<file path="src/sv/ster_pkg.sv">
`timescale 1ns / 1ps
`default_nettype none
package ster_pkg;

  localparam int unsigned RING_SIZE = 4097;
  localparam int unsigned PTR_W     = $clog2(RING_SIZE);
  localparam int unsigned UC_W      = 16;
  localparam int unsigned CNT_W     = 17;

  typedef logic [PTR_W-1:0] ptr_t;

  localparam ptr_t       RING_LAST = PTR_W'(RING_SIZE - 1);
  localparam logic [7:0] NEWLINE   = 8'h0A;

  localparam logic [1:0] MODE_DATA = 2'd0;
  localparam logic [1:0] MODE_EOI  = 2'd1;
  localparam logic [1:0] MODE_PULL = 2'd2;

  localparam logic [1:0] REG_FROM_END   = 2'd0;
  localparam logic [1:0] REG_BY_LINES   = 2'd1;
  localparam logic [1:0] REG_REVERSE    = 2'd2;
  localparam logic [1:0] REG_UNIT_COUNT = 2'd3;

  localparam logic [2:0] PH_FRESH    = 3'd0;
  localparam logic [2:0] PH_COLLECT  = 3'd1;
  localparam logic [2:0] PH_FWD      = 3'd2;
  localparam logic [2:0] PH_REV_MORE = 3'd3;
  localparam logic [2:0] PH_REV_LAST = 3'd4;
  localparam logic [2:0] PH_DONE     = 3'd5;

  typedef enum logic [4:0] {
    OP_NONE,
    OP_DATA,
    OP_RES_NONE,
    OP_SET_DONE,
    OP_PREV_RD,
    OP_PUT_NL,
    OP_SCAN_INIT,
    OP_SB_STEP,
    OP_SB_UNDER,
    OP_REV_ARM,
    OP_FETCH_INIT,
    OP_REV_UNDER,
    OP_REV_FOUND,
    OP_LN_INC,
    OP_FW_STEP,
    OP_ARM_LINES,
    OP_ARM_BYTES,
    OP_RD_RP,
    OP_PULL
  } dp_op_e;

  typedef struct packed {
    logic            from_end;
    logic            by_lines;
    logic            reverse_lines;
    logic [UC_W-1:0] unit_count;
  } cfg_t;

  typedef struct packed {
    dp_op_e op;
    logic   load_out;
  } dp_cmd_t;

  typedef struct packed {
    logic data_emits;
    logic collecting;
    logic pull_active;
    logic need_fetch;
    logic prev_nl;
    logic sb_under;
    logic hit;
    logic kneg;
    logic k_is_top;
    logic j_lt_n;
  } dp_sts_t;

  function automatic ptr_t slot_after(ptr_t k);
    return (k == RING_LAST) ? '0 : k + PTR_W'(1);
  endfunction

endpackage
`default_nettype wire

</file>
<file path="src/sv/ster_ctrl.sv">
`timescale 1ns / 1ps
`default_nettype none
module ster_ctrl (
  input  wire logic              clk_i,
  input  wire logic              rst_ni,
  input  wire ster_pkg::cfg_t     cfg_i,
  input  wire logic              in_valid_i,
  input  wire logic [1:0]        in_mode_i,
  output logic                   in_ready_o,
  output logic                   out_valid_o,
  input  wire logic              out_ready_i,
  input  wire ster_pkg::dp_sts_t  sts_i,
  output ster_pkg::dp_cmd_t       cmd_o
);
  import ster_pkg::*;

  localparam logic [3:0] S_IDLE     = 4'd0;
  localparam logic [3:0] S_EMIT     = 4'd1;
  localparam logic [3:0] S_FIN      = 4'd2;
  localparam logic [3:0] S_REV_PREV = 4'd3;
  localparam logic [3:0] S_REV_SCAN = 4'd4;
  localparam logic [3:0] S_SB_ADDR  = 4'd5;
  localparam logic [3:0] S_SB_CHK   = 4'd6;
  localparam logic [3:0] S_SB_POST  = 4'd7;
  localparam logic [3:0] S_FETCH    = 4'd8;
  localparam logic [3:0] S_FW_ADDR  = 4'd9;
  localparam logic [3:0] S_FW_CHK   = 4'd10;
  localparam logic [3:0] S_PULL     = 4'd11;

  localparam logic [1:0] PU_REV0  = 2'd0;
  localparam logic [1:0] PU_FETCH = 2'd1;
  localparam logic [1:0] PU_LINES = 2'd2;

  logic [3:0] state_q, state_d;
  logic [1:0] pu_q, pu_d;
  logic       emit_q, emit_d;
  logic       ov_q, ov_d;
  logic       acc, out_free;

  assign in_ready_o  = (state_q == S_IDLE);
  assign acc         = in_valid_i && in_ready_o;
  assign out_free    = !ov_q || out_ready_i;
  assign out_valid_o = ov_q;

  always_comb begin
    state_d      = state_q;
    pu_d         = pu_q;
    emit_d       = emit_q;
    ov_d         = ov_q && !out_ready_i;
    cmd_o.op       = OP_NONE;
    cmd_o.load_out = 1'b0;
    case (state_q)
      S_IDLE: begin
        if (acc) begin
          case (in_mode_i)
            MODE_DATA: begin
              cmd_o.op = OP_DATA;
              state_d  = sts_i.data_emits ? S_EMIT : S_IDLE;
            end
            MODE_EOI: begin
              if (sts_i.collecting) begin
                state_d = S_FIN;
              end
            end
            MODE_PULL: begin
              if (sts_i.pull_active) begin
                cmd_o.op = OP_RD_RP;
                state_d  = S_PULL;
              end else begin
                cmd_o.op = OP_RES_NONE;
                state_d  = S_EMIT;
              end
            end
            default: ;
          endcase
        end
      end
      S_PULL: begin
        cmd_o.op = OP_PULL;
        if (sts_i.need_fetch) begin
          emit_d  = 1'b1;
          state_d = S_FETCH;
        end else begin
          state_d = S_EMIT;
        end
      end
      S_FIN: begin
        if (!cfg_i.from_end && !cfg_i.reverse_lines) begin
          cmd_o.op = OP_SET_DONE;
          state_d  = S_IDLE;
        end else if (cfg_i.reverse_lines) begin
          cmd_o.op = OP_PREV_RD;
          state_d  = S_REV_PREV;
        end else if (cfg_i.unit_count == '0) begin
          cmd_o.op = OP_SET_DONE;
          state_d  = S_IDLE;
        end else if (!cfg_i.by_lines) begin
          cmd_o.op = OP_ARM_BYTES;
          state_d  = S_IDLE;
        end else begin
          cmd_o.op = OP_SCAN_INIT;
          pu_d     = PU_LINES;
          state_d  = S_SB_ADDR;
        end
      end
      S_REV_PREV: begin
        // missing trailing newline gets one appended
        if (!sts_i.prev_nl) begin
          cmd_o.op = OP_PUT_NL;
        end
        state_d = S_REV_SCAN;
      end
      S_REV_SCAN: begin
        cmd_o.op = OP_SCAN_INIT;
        pu_d     = PU_REV0;
        emit_d   = 1'b0;
        state_d  = S_SB_ADDR;
      end
      S_FETCH: begin
        cmd_o.op = OP_FETCH_INIT;
        pu_d     = PU_FETCH;
        state_d  = S_SB_ADDR;
      end
      S_SB_ADDR: begin
        if (sts_i.sb_under) begin
          cmd_o.op = OP_SB_UNDER;
          state_d  = S_SB_POST;
        end else begin
          cmd_o.op = OP_SB_STEP;
          state_d  = S_SB_CHK;
        end
      end
      S_SB_CHK: state_d = sts_i.hit ? S_SB_POST : S_SB_ADDR;
      S_SB_POST: begin
        case (pu_q)
          PU_REV0: begin
            if (sts_i.kneg) begin
              cmd_o.op = OP_SET_DONE;
              state_d  = S_IDLE;
            end else begin
              cmd_o.op = OP_REV_ARM;
              state_d  = S_FETCH;
            end
          end
          PU_FETCH: begin
            cmd_o.op = sts_i.kneg ? OP_REV_UNDER : OP_REV_FOUND;
            state_d  = emit_q ? S_EMIT : S_IDLE;
          end
          PU_LINES: begin
            if (!sts_i.kneg && sts_i.j_lt_n && !sts_i.k_is_top) begin
              cmd_o.op = OP_LN_INC;
              state_d  = S_SB_ADDR;
            end else if (!sts_i.kneg && sts_i.k_is_top) begin
              // scan came all the way round: skip to first newline after the oldest slot
              state_d = S_FW_ADDR;
            end else begin
              cmd_o.op = OP_ARM_LINES;
              state_d  = S_IDLE;
            end
          end
          default: state_d = S_IDLE;
        endcase
      end
      S_FW_ADDR: begin
        cmd_o.op = OP_FW_STEP;
        state_d  = S_FW_CHK;
      end
      S_FW_CHK: begin
        if (sts_i.hit) begin
          cmd_o.op = OP_ARM_LINES;
          state_d  = S_IDLE;
        end else begin
          state_d = S_FW_ADDR;
        end
      end
      S_EMIT: begin
        if (out_free) begin
          cmd_o.load_out = 1'b1;
          ov_d           = 1'b1;
          state_d        = S_IDLE;
        end
      end
      default: state_d = S_IDLE;
    endcase
  end

  always_ff @(posedge clk_i or negedge rst_ni) begin
    if (!rst_ni) begin
      state_q <= S_IDLE;
      pu_q    <= PU_REV0;
      emit_q  <= 1'b0;
      ov_q    <= 1'b0;
    end else begin
      state_q <= state_d;
      pu_q    <= pu_d;
      emit_q  <= emit_d;
      ov_q    <= ov_d;
    end
  end

  a_emit_loads: assert property (@(posedge clk_i) disable iff (!rst_ni)
    (state_q == S_EMIT && out_free) |=> ov_q)
    else $error("staged result not moved to output register");

  a_idle_pull: assert property (@(posedge clk_i) disable iff (!rst_ni)
    (acc && in_mode_i == MODE_PULL && !sts_i.pull_active) |=> (state_q == S_EMIT))
    else $error("idle pull did not produce a result");

  a_late_eoi: assert property (@(posedge clk_i) disable iff (!rst_ni)
    (acc && in_mode_i == MODE_EOI && !sts_i.collecting) |=> (state_q == S_IDLE))
    else $error("end of input after collection was not ignored");

endmodule
`default_nettype wire

</file>
<file path="config.mk">
export PLATFORM = sky130hd
export DESIGN_NAME = ster_ctrl
export DESIGN_NICKNAME = d
export VERILOG_FILES = /design/src/sv/ster_pkg.sv /design/src/sv/ster_ctrl.sv
export SDC_FILE = /design/constraint.sdc
export NUM_CORES = 1
export LEC_CHECK = 0
export BUFFER_PORTS_ARGS = -buffer_cell sky130_fd_sc_hd__buf_2
export CORE_MARGIN = 1
export CORE_UTILIZATION = 48
export DETAILED_ROUTE_END_ITERATION = 8
export GPL_TIMING_DRIVEN = 1
export PLACE_DENSITY = 0.79
export SLEW_MARGIN = 10
export SYNTH_ARGS = -nofsm -noshare
export SYNTH_HDL_FRONTEND = slang
export SYNTH_SLANG_ARGS = --single-unit
export TNS_END_PERCENT = 100
</file>
<file path="constraint.sdc">
create_clock -name clk_i -period 1.8 [get_ports clk_i]
set_clock_uncertainty 0.1 [all_clocks]
set_input_delay 0.09 -clock clk_i [delete_from_list [all_inputs] [get_ports clk_i]]
set_output_delay 0.09 -clock clk_i [all_outputs]
set_load 0.05 [all_outputs]
</file>
After elaboration in Yosys (flattened, before gate mapping)
Index checks and enable logic that the tools add are counted.
W data, S select, Z words.
{ "totals": {"ff_bits": 8, "latchBits": 0, "ramBits": 0, "rom_bits": 0, "out_inout_bits": 8, "wordCells": 98, "mem_count": 0} }
{ "classes": {"add_sub_neg": 0, "mul": 0, "n_div": 0, "order_cmp": 0, "n_eq_ne": 24, "n_shift": 0, "muxes": 47, "bitwise_logic": 0, "n_reduce_logical": 23} }
{ "op_table": {"columns": ["operator", "count"], "rows": [
  ["$mux W4", 14],
  ["$pmux W5 S10", 1],
  ["$pmux W4 S11", 1],
  ["$pmux W4 S3", 3],
  ["$mux W5", 6],
  ["$mux W3", 6],
  ["$eq A4 B3 Y1 const B", 4],
  ["$eq A4 B4 Y1 const B", 4],
  ["$logic_not A16 Y1", 1],
  ["$ne A2 B2 Y1 const B", 6],
  ["$mux W2", 5],
  ["$pmux W5 S2", 1],
  ["$eq A4 B2 Y1 const B", 2],
  ["$mux W1", 8],
  ["$logic_and A1 B1 Y1", 6],
  ["$logic_not A1 Y1", 6],
  ["$pmux W2 S3", 1],
  ["$reduce_and A5 Y1", 1],
  ["$eq A2 B1 Y1 const B", 2],
  ["$eq A2 B2 Y1 const B", 2],
  ["$eq A4 B1 Y1 const B", 1],
  ["$logic_not A2 Y1", 2],
  ["$logic_not A4 Y1", 1],
  ["$ne A4 B1 Y1 const B", 1],
  ["9 further kinds", 9]
]} }

Logic depth before layout (Yosys ltp)
{ "logic_depth": {"depth_word": 6, "mapped_depth": 7, "mapped_depth_nobuf": 6} }

Worst setup path after synthesis
Ideal clock, no wire load.
{ "synth_path": {"kind": "register to output", "from": "register state_q[3]", "to": "output cmd_o[2] in the netlist's numbering", "arrival_ns": 2.935, "required_ns": 1.610, "setup_slack_ns": -1.325, "stages_incl_launch_ff": 6, "path_cell_list": "dfrtp_1 -> clkbuf_1 -> nor4_1 -> and2_1 -> nand3b_1 -> o2111ai_1"} }
{ "synth_rtl": {"columns": ["element", "line", "source"], "rows": [
  ["from (decl)", "ster_ctrl.sv:34", "logic [3:0] state_q, state_d;"],
  ["from (signal assigned)", "ster_ctrl.sv:194", "state_q <= state_d;"],
  ["to (decl)", "ster_ctrl.sv:13", "output ster_pkg::dp_cmd_t cmd_o"]
]} }

==> results.json <==
{
  "start_kind": "flop",
  "clock_sinks": 8,
  "syn2layout_area_growth_pct": 55.4,
  "finalSetupViolCount": 5,
  "vias_per_cell": 6.23,
  "worst_pin_slew_ns": 0.370,
  "clkTransAtPathRegs_ns": 0.05,
  "synth_nets": 191,
  "power_frac_comb_pct": 79.9,
  "slew_violations": 0,
  "cts-root-buf": "clkbuf_4",
  "wl_mm": 3.74,
  "gr-total-overflow": 0,
  "yosys_warnings": 0,
  "hold_viol": 0,
  "powerDensity_nw_per_um2": 1400,
  "hold_ws_ns": 0.106,
  "ys_types": 46,
  "htree_levels": 1,
  "fmax_ghz": 0.524,
  "sw_frac_of_total_pct": 51.4,
  "worst_ep_required_time_ns": 1.61,
  "p_switching_mw": 1.21,
  "cts_inserted_buffers": 3,
  "pwr-share-clk_pct": 5.9,
  "finalCritPeriodShare_pct": 106,
  "cp-end-kind": "output port",
  "placed_area_sq_um": 1490,
  "route.detailed.drc": 0,
  "dieHeight_um": 49.5,
  "drive_gt1_share_pct": 43.8,
  "io_buffers": 42,
  "start_util_pct": 53.1,
  "synth-main-ff-cell": "dfrtp_1",
  "min_path_type": "in -> async",
  "status": "complete, but fails checks",
  "diodes": 0,
  "nNetsFinal": 250,
  "routabilityCongestion": 0.862,
  "num_io_pins": 43,
  "async_reset_ff_share_pct": 100,
  "path_max_fanout": 14,
  "die_w_um": 49.5,
  "setup_slack_ns": -0.110,
  "p_int_mw": 1.15,
  "grt_start_max_net_pins": 15,
  "power_frac_seq_pct": 14.2,
  "ant_nets": 0,
  "rsz0062_at_grt": "true",
  "avgSynthCellArea_sq_um": 7.09,
  "place.detailed.hpwl_mm": 2.73,
  "ys_seq_elements": 8,
  "grt_pass1_vias": 1307,
  "wire_per_inst_um": 15.8,
  "violations": "negative setup slack",
  "grt_pass1_wl_mm": 5.72,
  "peakVddDrop_v": 0.00153,
  "vias": 1476,
  "ys_seq_area_share_pct": 18.5,
  "syn_area_sq_um": 1080,
  "crit_type": "reg -> out",
  "clk_latency_ns": 0.25,
  "design_area_sq_um": 1690,
  "arrival_ns": 1.72,
  "rows": 16,
  "drv_cap": 0,
  "drt_first_pass_iters": 4,
  "tns_ns": -0.406,
  "core_sq_um": 2040,
  "drt_iter0_markers": 63,
  "fin_crit_ns": 1.91,
  "nFillCells": 129,
  "slew_headroom_pct": 75.3,
  "p_leak_nw": 0.765,
  "die_area_sq_um": 2450,
  "fin_util_pct": 82.5,
  "syn_inst": 153,
  "synth_enable_flop_cells": 0,
  "track_usage_pct": 30.0,
  "cts_tree": "built",
  "cts_buffer_depth": 2,
  "antenna_found_initial": 0
}
## worst paths after layout
kind                                   startpoint                endpoint  slack (ns)  depth (start not counted)
min in group clk_i                       sts_i[6]  state_q[0]$_DFFE_PN0P_        0.16                          4
hold reg to reg                emit_q$_DFFE_PN0P_      emit_q$_DFFE_PN0P_        0.49                          2
hold / removal                             rst_ni     pu_q[1]$_DFFE_PN0P_        0.11                          2
max in group asynchronous                  rst_ni  state_q[1]$_DFFE_PN0P_        1.30                          2
setup reg to reg           state_q[3]$_DFFE_PN0P_  state_q[1]$_DFFE_PN0P_        0.12                          6
setup / recovery           state_q[2]$_DFFE_PN0P_                cmd_o[3]       -0.11                          6
## critical path, cell delays in order (launching register included)
cell	delay, ns
dfrtp_2	0.45
buf_12	0.16
nor3b_1	0.13
a21o_1	0.17
a22oi_2	0.21
o2111ai_2	0.16
buf_6	0.18
## synthesized netlist by cell type, types with 3 or more instances
| cell | number | area, sq um |
|---|---|---|
| nand2_1 | 14 | 52.6 |
| dfrtp_1 | 8 | 200 |
| nor2b_1 | 5 | 31.3 |
| nor2_1 | 14 | 52.6 |
| o31ai_1 | 5 | 37.5 |
| or4_4 | 3 | 33.8 |
| nand3_1 | 5 | 25.0 |
| a21oi_1 | 7 | 35.0 |
| nand2b_1 | 9 | 56.3 |
| clkbuf_1 | 9 | 33.8 |
| a31oi_1 | 3 | 18.8 |
| inv_1 | 8 | 30.0 |
| nor3b_1 | 3 | 22.5 |
| a22oi_1 | 3 | 22.5 |
| nor3_1 | 4 | 20.0 |
| ha_1 | 3 | 37.5 |
| o21ai_0 | 13 | 65.1 |
## power groups by stage
| stage | clock [mW] | sequential (mW) | combinational (mW) |
|---|---|---|---|
| 5_1_grt | 0.157 | 0.343 | 1.98 |
| 2_1_floorplan | 0 | 0.322 | 1.11 |
| 3_3_place_gp | 0 | 0.313 | 1.56 |
| 3_5_place_dp | 0 | 0.321 | 1.57 |
| 6_report | 0.139 | 0.335 | 1.88 |
| 4_1_cts | 0.141 | 0.323 | 1.75 |
## layout make-up
class                   count  area, sq um  area share (%)
inverters                   8         30.0            1.78
clock buffers               3         22.5            1.34
well taps                  27         33.8            2.00
repair buffers             65          467            27.7
multi-input cells         126          928            55.1
flip-flops and latches      8          204            12.1
## metal layers
| metal | wire [um] | GRT usage, % | vias to the layer above |
|---|---|---|---|
| li1 | - | - | 687 |
| met2 | 1910 | 51.1 | 95 |
| met1 | 1450 | 37.8 | 681 |
| met5 | 0 | 0 | - |
| met3 | 308 | 6.48 | 13 |
| met4 | 65 | 7.62 | 0 |
## through the flow
| step | instances | total power [mW] | setup WS (ns) |
|---|---|---|---|
| 2_1_floorplan | 153 | 1.43 | -0.265 |
| 3_3_place_gp | 225 | 1.88 | -0.144 |
| 3_5_place_dp | 225 | 1.89 | -0.198 |
| 4_1_cts | 235 | 2.21 | -0.105 |
| 5_1_grt | 237 | 2.48 | -0.180 |
| 6_report | 237 | 2.36 | -0.110 |
## sequential cells by signal (all words and copies together) (netlist names)
signal,count
emit_q,1
out_valid_o,1
pu_q,2
state_q,4
## cells by family (layout without fill, tap and decap cells)
group / after synthesis / count (layout) / share of synthesized area, %
DFF: 8 / 8 / 18.5
and+or+nand+nor: 69 / 69 / 35.3
adders and majority gates: 3 / 3 / 3.46
muxes: 1 / 1 / 1.04
xor gates and xnor gates: 1 / 1 / 0.808
buffers and inverters: 19 / 76 / 6.57
AOI/OAI and AO/OA: 52 / 52 / 34.4
## cell usage in the layout (no fill, tap or decap), types with 4 or more instances in the layout
cell      instances
o21ai_0          12
dfrtp_1           5
buf_6             7
o31ai_1           4
buf_4            17
nor2_1           11
nand3_1           5
nor2b_1           4
a21oi_1           6
nand2_1          13
inv_1             8
nand2b_1          8
buf_2            36
## timing repair
action,CTS,global route
pin swaps,6,6
gates resized for setup,20,10
hold endpoints to repair,9,0
buffers inserted,5,2
hold buffers,2,0
setup endpoints to repair,6,7
gates cloned,0,0
Note: power is estimated with default switching activity, not from simulation.
